File: config.mk
export PLATFORM = sky130hd
export DESIGN_NAME = first_fit_block_allocator_top
export DESIGN_NICKNAME = d
export VERILOG_FILES = /design/src/ffba_pkg.sv /design/src/ffba_ram.sv /design/src/first_fit_block_allocator_top.sv
export SDC_FILE = /design/constraint.sdc
export NUM_CORES = 2
export LEC_CHECK = 0
export BUFFER_PORTS_ARGS = -buffer_cell sky130_fd_sc_hd__buf_2
export CORE_MARGIN = 8
export CORE_UTILIZATION = 55
export DETAILED_ROUTE_END_ITERATION = 6
export MAX_ROUTING_LAYER = met4
export PLACE_DENSITY = 0.71
export SYNTH_ARGS = -nofsm -noshare
export SYNTH_HDL_FRONTEND = slang
export SYNTH_HIERARCHICAL = 1
export SYNTH_SLANG_ARGS = --single-unit
File: constraint.sdc
create_clock -name clk -period 5.6 [get_ports clk]
set_input_delay 0 -clock clk [delete_from_list [all_inputs] [get_ports clk]]
set_output_delay 0 -clock clk [all_outputs]
set_load 0.02 [all_outputs]
File: src/ffba_pkg.sv
// Shared types and constants for the first-fit block allocator.
// Depends on nothing; used by first_fit_block_allocator_top.
package ffba_pkg;

  localparam int MAX_BLOCKS = 64;
  localparam int SIZE_BITS  = 16;
  localparam int ID_W       = 8;
  localparam int OWNER_W    = 8;
  localparam int IDX_W      = $clog2(MAX_BLOCKS);
  localparam int CNT_W      = $clog2(MAX_BLOCKS + 1);

  localparam logic [CNT_W-1:0] FULL_COUNT = CNT_W'(MAX_BLOCKS);
  localparam logic [CNT_W-1:0] CNT_ONE    = CNT_W'(1);

  typedef logic [SIZE_BITS-1:0] size_t;
  typedef logic [CNT_W-1:0]     cnt_t;

  typedef struct packed {
    size_t              size;
    logic [OWNER_W-1:0] owner;
    logic [ID_W-1:0]    ident;
  } entry_t;

  localparam int ENTRY_W = $bits(entry_t);

  localparam logic CMD_APPEND = 1'b0;
  localparam logic CMD_ALLOC  = 1'b1;

  localparam logic [1:0] ST_DONE    = 2'd0;
  localparam logic [1:0] ST_NO_FIT  = 2'd1;
  localparam logic [1:0] ST_WHOLE   = 2'd2;
  localparam logic [1:0] ST_FULL    = 2'd3;

  localparam logic [OWNER_W-1:0] OWNER_FREE = '0;
  localparam logic [ID_W-1:0]    ID_NONE    = '0;
  localparam logic [ID_W-1:0]    ID_FIRST   = ID_W'(1);

endpackage

File: src/ffba_ram.sv
// Generic simple dual-port RAM: one write port, one read port, registered read.
// Depends on nothing.
module ffba_ram #(
  parameter int WIDTH = 32,
  parameter int DEPTH = 64
) (
  input  logic                     clk,
  input  logic                     we,
  input  logic [$clog2(DEPTH)-1:0] waddr,
  input  logic [WIDTH-1:0]         wdata,
  input  logic                     re,
  input  logic [$clog2(DEPTH)-1:0] raddr,
  output logic [WIDTH-1:0]         rdata
);

  logic [WIDTH-1:0] mem [DEPTH];

  always_ff @(posedge clk) begin
    if (we) begin
      mem[waddr] <= wdata;
    end
    if (re) begin
      rdata <= mem[raddr];
    end
  end

endmodule

File: src/first_fit_block_allocator_top.sv
// First-fit block allocator, top level.
// Depends on ffba_pkg (types, constants) and ffba_ram (block table storage).
//
// The block table lives in one RAM with a registered read, one entry per block
// holding its size, owner and id; only the entry count and the next id sit in
// flip-flops, so nothing is cleared after reset and the block is ready at once.
// One transaction is worked at a time. An append, or an allocate refused at
// once because its owner is zero or the table is empty, goes from acceptance
// to S_RESP and puts its result into the output register from there. An
// allocate scans the table one entry per cycle through the RAM read port,
// each read issued in the cycle before the check of its data. A request that
// fits nowhere goes from the scan to S_RESP; an exact fit or a whole-block
// grant passes through S_FOUND first. A split also passes S_SHIFT, when the
// hit is not the last entry, and S_REMNANT: the shift moves the entries above
// the hit up by one to open a slot for the remainder (one entry per cycle,
// read and write ports working together). A result waits in S_RESP while the
// previous result still sits unaccepted in the output register. The input is
// ready again the cycle after the result is loaded.
// The result sits in an output register, so a new input transaction is taken
// while an earlier result still waits for out_ready.
module first_fit_block_allocator_top (
  input  logic        clk,
  input  logic        rst,
  input  logic        in_valid,
  output logic        in_ready,
  input  logic        cmd,
  input  logic [7:0]  process_id,
  input  logic [15:0] size,
  output logic        out_valid,
  input  logic        out_ready,
  output logic [1:0]  status,
  output logic [7:0]  block_id,
  output logic [15:0] remnant_size
);

  localparam int IDX_W = ffba_pkg::IDX_W;

  localparam logic [2:0] S_IDLE    = 3'd0;
  localparam logic [2:0] S_SCAN    = 3'd1;
  localparam logic [2:0] S_FOUND   = 3'd2;
  localparam logic [2:0] S_SHIFT   = 3'd3;
  localparam logic [2:0] S_REMNANT = 3'd4;
  localparam logic [2:0] S_RESP    = 3'd5;

  logic [2:0]  state;

  ffba_pkg::cnt_t count;
  logic [7:0]     next_id;

  // Transaction being worked on.
  logic [7:0]       cur_pid;
  ffba_pkg::size_t  cur_sz;

  // Scan and shift pointers.
  ffba_pkg::cnt_t rd_ptr;
  ffba_pkg::cnt_t chk_ptr;
  logic           chk_vld;
  ffba_pkg::cnt_t wr_ptr;
  logic           rd_act;
  logic           wr_act;

  // Matching entry.
  ffba_pkg::cnt_t   hit_idx;
  ffba_pkg::entry_t hit;

  // Pending result.
  logic [1:0]       res_status;
  logic [7:0]       res_id;
  ffba_pkg::size_t  res_rem;

  // RAM ports.
  logic                          ram_we;
  logic [IDX_W-1:0]              ram_waddr;
  ffba_pkg::entry_t              ram_wdata;
  logic                          ram_re;
  logic [IDX_W-1:0]              ram_raddr;
  logic [ffba_pkg::ENTRY_W-1:0]  ram_rdata_raw;
  ffba_pkg::entry_t              ram_rdata;

  logic             in_fire;
  ffba_pkg::size_t  in_sz;
  logic             table_full;
  logic [7:0]       id_inc;
  logic [7:0]       id_after;
  logic             chk_hit;
  ffba_pkg::size_t  hit_rem;
  logic             do_split;
  ffba_pkg::cnt_t   hit_idx_p1;

  assign in_ready   = (state == S_IDLE);
  assign in_fire    = in_valid && in_ready;
  assign in_sz      = size[ffba_pkg::SIZE_BITS-1:0];
  assign table_full = (count >= ffba_pkg::FULL_COUNT);
  assign ram_rdata  = ffba_pkg::entry_t'(ram_rdata_raw);

  // Ids count modulo 256 and skip zero.
  assign id_inc   = next_id + 8'd1;
  assign id_after = (id_inc == ffba_pkg::ID_NONE) ? ffba_pkg::ID_FIRST : id_inc;

  assign chk_hit    = (ram_rdata.owner == ffba_pkg::OWNER_FREE) && (ram_rdata.size >= cur_sz);
  assign hit_rem    = hit.size - cur_sz;
  assign do_split   = (hit_rem != '0) && !table_full;
  assign hit_idx_p1 = hit_idx + ffba_pkg::CNT_ONE;

  always_comb begin
    ram_we    = 1'b0;
    ram_waddr = '0;
    ram_wdata = '0;
    ram_re    = 1'b0;
    ram_raddr = rd_ptr[IDX_W-1:0];
    case (state)
      S_IDLE: begin
        if (in_fire && cmd == ffba_pkg::CMD_APPEND && !table_full) begin
          ram_we          = 1'b1;
          ram_waddr       = count[IDX_W-1:0];
          ram_wdata.size  = in_sz;
          ram_wdata.owner = ffba_pkg::OWNER_FREE;
          ram_wdata.ident = next_id;
        end
      end
      S_SCAN: begin
        ram_re = (rd_ptr < count);
      end
      S_FOUND: begin
        ram_we          = 1'b1;
        ram_waddr       = hit_idx[IDX_W-1:0];
        ram_wdata.size  = do_split ? cur_sz : hit.size;
        ram_wdata.owner = cur_pid;
        ram_wdata.ident = hit.ident;
      end
      S_SHIFT: begin
        ram_re    = rd_act;
        ram_we    = wr_act;
        ram_waddr = wr_ptr[IDX_W-1:0];
        ram_wdata = ram_rdata;
      end
      S_REMNANT: begin
        ram_we          = 1'b1;
        ram_waddr       = hit_idx_p1[IDX_W-1:0];
        ram_wdata.size  = res_rem;
        ram_wdata.owner = ffba_pkg::OWNER_FREE;
        ram_wdata.ident = next_id;
      end
      default: begin
      end
    endcase
  end

  ffba_ram #(
    .WIDTH (ffba_pkg::ENTRY_W),
    .DEPTH (ffba_pkg::MAX_BLOCKS)
  ) u_table (
    .clk   (clk),
    .we    (ram_we),
    .waddr (ram_waddr),
    .wdata (ram_wdata),
    .re    (ram_re),
    .raddr (ram_raddr),
    .rdata (ram_rdata_raw)
  );

  always_ff @(posedge clk) begin
    if (rst) begin
      state     <= S_IDLE;
      count     <= '0;
      next_id   <= ffba_pkg::ID_FIRST;
      out_valid <= 1'b0;
      chk_vld   <= 1'b0;
      rd_act    <= 1'b0;
      wr_act    <= 1'b0;
    end else begin
      // In S_RESP the output register is reloaded below instead.
      if (out_valid && out_ready && state != S_RESP) begin
        out_valid <= 1'b0;
      end
      case (state)
        S_IDLE: begin
          if (in_fire) begin
            cur_pid <= process_id;
            cur_sz  <= in_sz;
            res_rem <= '0;
            if (cmd == ffba_pkg::CMD_APPEND) begin
              if (table_full) begin
                res_status <= ffba_pkg::ST_FULL;
                res_id     <= ffba_pkg::ID_NONE;
              end else begin
                res_status <= ffba_pkg::ST_DONE;
                res_id     <= next_id;
                next_id    <= id_after;
                count      <= count + ffba_pkg::CNT_ONE;
              end
              state <= S_RESP;
            end else if (process_id == ffba_pkg::OWNER_FREE || count == '0) begin
              // An owner of zero would mean free, and an empty table has no fit.
              res_status <= ffba_pkg::ST_NO_FIT;
              res_id     <= ffba_pkg::ID_NONE;
              state      <= S_RESP;
            end else begin
              rd_ptr  <= '0;
              chk_vld <= 1'b0;
              state   <= S_SCAN;
            end
          end
        end
        S_SCAN: begin
          // Each read is issued in the cycle before the check of its data.
          chk_ptr <= rd_ptr;
          if (rd_ptr < count) begin
            rd_ptr <= rd_ptr + ffba_pkg::CNT_ONE;
          end
          if (chk_vld && chk_hit) begin
            hit_idx <= chk_ptr;
            hit     <= ram_rdata;
            chk_vld <= 1'b0;
            state   <= S_FOUND;
          end else if (chk_vld && (chk_ptr + ffba_pkg::CNT_ONE == count)) begin
            res_status <= ffba_pkg::ST_NO_FIT;
            res_id     <= ffba_pkg::ID_NONE;
            chk_vld    <= 1'b0;
            state      <= S_RESP;
          end else begin
            chk_vld <= (rd_ptr < count);
          end
        end
        S_FOUND: begin
          res_id <= hit.ident;
          if (hit_rem == '0) begin
            res_status <= ffba_pkg::ST_DONE;
            state      <= S_RESP;
          end else if (table_full) begin
            res_status <= ffba_pkg::ST_WHOLE;
            state      <= S_RESP;
          end else begin
            res_status <= ffba_pkg::ST_DONE;
            res_rem    <= hit_rem;
            if (hit_idx_p1 < count) begin
              // Move entries above the hit up by one, highest first.
              rd_ptr <= count - ffba_pkg::CNT_ONE;
              rd_act <= 1'b1;
              wr_act <= 1'b0;
              state  <= S_SHIFT;
            end else begin
              state <= S_REMNANT;
            end
          end
        end
        S_SHIFT: begin
          wr_ptr <= rd_ptr + ffba_pkg::CNT_ONE;
          if (rd_act) begin
            wr_act <= 1'b1;
            if (rd_ptr == hit_idx_p1) begin
              rd_act <= 1'b0;
            end else begin
              rd_ptr <= rd_ptr - ffba_pkg::CNT_ONE;
            end
          end else if (wr_act) begin
            wr_act <= 1'b0;
            state  <= S_REMNANT;
          end
        end
        S_REMNANT: begin
          next_id <= id_after;
          count   <= count + ffba_pkg::CNT_ONE;
          state   <= S_RESP;
        end
        S_RESP: begin
          if (!out_valid || out_ready) begin
            out_valid    <= 1'b1;
            status       <= res_status;
            block_id     <= res_id;
            remnant_size <= res_rem;
            state        <= S_IDLE;
          end
        end
        default: begin
          state <= S_IDLE;
        end
      endcase
    end
  end

endmodule
-- Word level (Yosys, flattened, before mapping)
Memories as Yosys holds them, arrays and structs flattened. A register that Yosys moved wholly into a read port is not among the register bits.
Index checks and enable logic that the tools add are counted.
- register bits: 149
- RAM bits: 2048
- input port bits: 29
- output and inout port bits: 28
- word-level logic and storage cells: 182
- memories: 1
- memory list (name ; words ; bits a word ; rd ports ; clocked after memory_dff ; wr ports ; line ; text):
    u_table.mem ; 64 ; 32 ; 1 ; 1 ; 1 ; ffba_ram.sv:16 ; logic [WIDTH-1:0] mem [DEPTH];
- add/sub/neg operators: 8
- order comparisons: 4
- equal/unequal tests: 26
- mux-type cells: 81
- bitwise logic cells: 2
- reduce and logical (&&, ||, !) cells: 39
- operators by type and width (operator ; number):
    32-bit case mux with 4 select lines ; 1
    7-bit 2-to-1 mux ; 12
    8-bit 2-to-1 mux ; 10
    16-bit 2-to-1 mux ; 4
    3-bit 2-to-1 mux ; 11
    32-bit 2-to-1 mux ; 1
    16-bit case mux with 2 select lines ; 1
    7-bit by 1-bit adder with 7-bit output (second input constant) ; 4
    2-bit inequality test (second input constant) ; 14
    7-bit case mux with 4 select lines ; 1
    8-bit logical NOT ; 3
    6-bit case mux with 4 select lines ; 1
    8-bit case mux with 3 select lines ; 1
    1-bit 2-to-1 mux ; 20
    3-bit case mux with 6 select lines ; 1
    16-bit >= comparator ; 1
    16-bit logical NOT ; 1
    2-bit 2-to-1 mux ; 8
    8-bit case mux with 2 select lines ; 1
    16-bit nonzero test ; 1
    16-bit subtractor ; 1
    7-bit == test ; 2
    7-bit less-than comparator ; 2
    7-bit case mux with 2 select lines ; 1
    other kinds (29) ; 57

-- Depth between registers and ports, before layout
- depth in word-level cells: 8
- depth in mapped cells: 14
- depth with buffers taken out: 12

-- Cells and area by module
The synthesis kept the hierarchy.
- modules (own cells, without submodules) (module ; times used ; cells each ; area an instance (µm²) ; sequential area each (µm²)):
    ffba_ram ; 1 ; 3511 ; 79359.9 ; 62459.9
    first_fit_block_allocator_top ; 1 ; 803 ; 8609.5 ; 4254.1

-- Worst setup path before layout
OpenSTA, ideal clock, no wires.
- path kind: reg2reg
- start point: register cur_sz[0]
- end point: memory u_table.mem[0][17], data pin
- setup time: 0.542 ns
- arrival: 4.599 ns
- data required time: 5.058 ns
- path slack: 0.459 ns
- stages on the path, launching flop included: 14
- buffers on the path: 2
- cell sequence: edfxtp_1 -> ha_1 -> fa_1 -> nand2b_1 -> a2111oi_4 -> nor3_1 -> mux2i_1 -> o31a_1 -> and4_1 -> and4_1 -> buf_4 -> buf_12 -> mux2i_1 -> o211ai_1
- RTL lines (item ; line ; text):
    start: declaration ; first_fit_block_allocator_top.sv:52 ; ffba_pkg::size_t cur_sz;
    start signal: assignment ; first_fit_block_allocator_top.sv:180 ; cur_sz <= in_sz;
    end: declaration ; ffba_ram.sv:16 ;

-- Final worst setup path
- start point: register hit_idx[0]
- end point: memory u_table.mem[28][4] (enable)
- cells in the longest elaborated chain, start to end: 2
- ends and longest elaborated chain (item ; line ; text):
    start: declaration ; first_fit_block_allocator_top.sv:63 ; ffba_pkg::cnt_t hit_idx;
    start signal: assignment ; first_fit_block_allocator_top.sv:212 ; hit_idx <= chk_ptr;
    7-bit by 1-bit adder with 7-bit output ; first_fit_block_allocator_top.sv:103 ; assign hit_idx_p1 = hit_idx + ffba_pkg::CNT_ONE;
    6-bit case mux with 4 select lines ; first_fit_block_allocator_top.sv:111 ; case (state)
    net ram_waddr[4] ; first_fit_block_allocator_top.sv:73 ; logic [IDX_W-1:0] ram_waddr;
The timed path passes the listed nets, and every way through them passes these cells.

==> reports/qor.csv <==
metric,value,unit
grt_max_degree,76,
drc,6,
synth.cell_area,88000,um^2
cts_buffer_depth,3,
synth_edf_count,2207,
min_period,4.60,ns
grt_pass1_wl,327000,um
leakage,32.6,nW
wl_per_cell,33.4,um
violations,design-rule violations,
detail_route.vias_per_cell,6.72,
end_kind,flop,
path_cells,"ha_1, nand3_1, xnor2_1, a22oi_1, o21ai_0, nand3b_1, nor2_4, buf_12",
worstPathArrival,5.15,ns
cts_made_buffers,210,
multiInputGateArea,20300,um^2
cp-start-kind,flop,
io_buffer_count,56,
drtAntennaViolNets,0,
io_pins,57,
max_slew_margin,0.0246,
slowest_delay,0.94,ns
setup-tns-final,0,ns
hold_buffers,54,
synthesis.nets,4394,
drive_above_1_share,0.236,
final.fill_count,10500,
grt_pass1_vias,44700,
fp.dieW,416,um
status,finished with violations,
hold_viol,0,
cts.sinks,2229,
drtIter0Drc,7043,
route.vias.total,46200,
synth-seq-cells,2229,
grt_overflow,0,
avgSynthCellArea,20.4,um^2
track_usage,0.269,
antenna_found_initial,18,
rows,146,
crit_type,flop to flop,
rsz0062_at_grt,false,
slowest_stage,o21ai_0,
fmax,217,MHz
finalSetupViolCount,0,
slew_violations,0,
clock_latency,0.86,ns
yosys_warnings,6,
gp_congestion,0.930,
fin_crit_sh,0.821,
drv_cap,0,
path_clk_slew,0.06,ns
cp.required,6.15,ns
power_density,363,nW/um^2
routed_wl,230000,um
utilization,0.628,
dieArea,173000,um^2
root_buffer,clkbuf_16,
synthCells,4314,
post_cts_buffers,0,
synth_seq_area_share,0.758,
htreeDepth,4,
seqCellArea,66700,um^2
fin_skew,0.0328,ns
hold_path_class,input port to flop,
dr.pass1.iters,7,
start_util,0.555,
synthArstFlopShare,0,
ir_worst_vdd,305,uV
critPathMaxFanout,18,
fin_nets,4693,
dp_hpwl,135000,um
syn2layout_area_growth,13.1,%
synth.distinct_cells,79,
core-area,159000,um^2
cts_tree,built,
ys.flop_type,edfxtp_1,
cts_resized,0,
fp.dieH,416,um
tightest_slew,1.46,ns
==> sequential cells by signal, indices dropped and copies added (netlist names), 6 cells and up <==
register	cells
cur_pid	8
remnant_size	16
res_rem	16
u_table/mem	2048
hit	24
chk_ptr	7
next_id	8
res_id	8
hit_idx	7
block_id	8
count	7
rd_ptr	7
wr_ptr	6
u_table/rdata	32
cur_sz	16
==> synth_stat cells, drive strengths merged (8+ instances only) <==
master,instances,area share
o22ai,46,0.0033
nor2b,26,0.0018
a222oi,15,0.0017
nand3,74,0.0042
nand2,91,0.0039
a31oi,25,0.0018
o211ai,32,0.0027
nand2b,17,0.0012
a211oi,26,0.0023
inv,38,0.0016
nor2,171,0.0073
o22a,13,0.0013
mux2i,230,0.026
ha,50,0.0071
dfxtp,22,0.0050
a22oi,132,0.011
and3,15,0.0011
nand3b,8,0.00068
mux4,446,0.11
edfxtp,2207,0.75
nand4,10,0.00071
clkbuf,112,0.0048
o221ai,18,0.0018
xor2,19,0.0019
a211o,9,0.00090
a311o,12,0.0014
or2,12,0.00085
o21ai,67,0.0039
nor3,26,0.0015
a22o,22,0.0022
buf,136,0.012
xnor2,38,0.0038
a21oi,57,0.0032
==> layout make-up <==
type	count	share of cell area
Antenna cell	9	0.000226
Clock buffer	259	0.0551
Clock inverter	133	0.0118
Inverter	38	0.00143
Multi-Input combinational cell	1799	0.204
Sequential cell	2229	0.670
Tap cell	2072	0.0260
Timing Repair Buffer	335	0.0306
==> metal layers <==
metal,GRT usage,share of wire
met5,-,0
met4,0.0876,0.038
met3,0.0571,0.12
met2,0.399,0.46
met1,0.380,0.39
==> worst max-delay path, delay by kind of cell, from the launching register on <==
family / cells / cell delay [ns]
compound gates: 2 / 1.06
xor+xnor: 1 / 0.30
fa+ha+maj: 1 / 0.26
buf+inv: 1 / 0.25
flops: 1 / 0.46
simple gates: 3 / 1.94
==> cells by family (layout without fill, tap and decap cells) <==
kind of cell               Yosys count  count (layout)  synth area share
AOI/OAI and AO/OA                  532             532            0.0436
xor gates and xnor gates            57              57           0.00568
other                                0               9                 0
adders and majority gates           51              51           0.00734
buffers and inverters              286             765            0.0184
muxes                              676             676             0.140
and+or+nand+nor                    483             483            0.0262
DFF                               2229            2229             0.758
==> report_power, final <==
group	internal (mW)	total (mW)	switching [mW]
clock network	7.70	13.8	6.11
logic	1.22	3.52	2.29
registers	18.7	18.8	0.121
==> path summary, 6_finish.rpt <==
| path | cells past startpoint | startpoint | end | slack [ns] |
|---|---|---|---|---|
| max | 8 | hit_idx[0] | u_table/mem[28][4] | 1.00 |
| min | 3 | rst | next_id[6] | 0.18 |
| max reg2reg | 8 | hit_idx[0] | u_table/mem[28][4] | 1.00 |
| min reg2reg | 0 | res_id[5] | block_id[5] | 0.41 |
==> placed cells by master, fill, tap and decap left out, types with 56 or more instances in the layout <==
cell type | netlist | layout
mux2i_1 | 230 | 230
a21oi_1 | 57 | 57
mux4_2 | 446 | 446
nand2_1 | 91 | 91
clkinv_1 | 0 | 57
buf_2 | 55 | 56
a22oi_1 | 132 | 132
edfxtp_1 | 2207 | 2207
nor2_1 | 170 | 92
nor2_4 | 0 | 74
buf_4 | 29 | 182
clkbuf_16 | 0 | 212
nand3_1 | 74 | 74
==> stage by stage <==
stage          total power, mW  setup slack, ns  std cells  instance area (um^2)  hold slack [ns]
2_1_floorplan             21.2            0.459       4314                 88000           0.0989
3_3_place_gp              22.6             1.16       6419                 92300            0.192
3_5_place_dp              22.6             1.16       6419                 92300            0.194
4_1_cts                   36.3             1.14       6865                 99500           0.0938
5_1_grt                   37.1            0.621       6868                 99500            0.194
6_report                  36.2             1.00       6874                 99500            0.185
No activity file was read; power rests on OpenSTA's default activity.
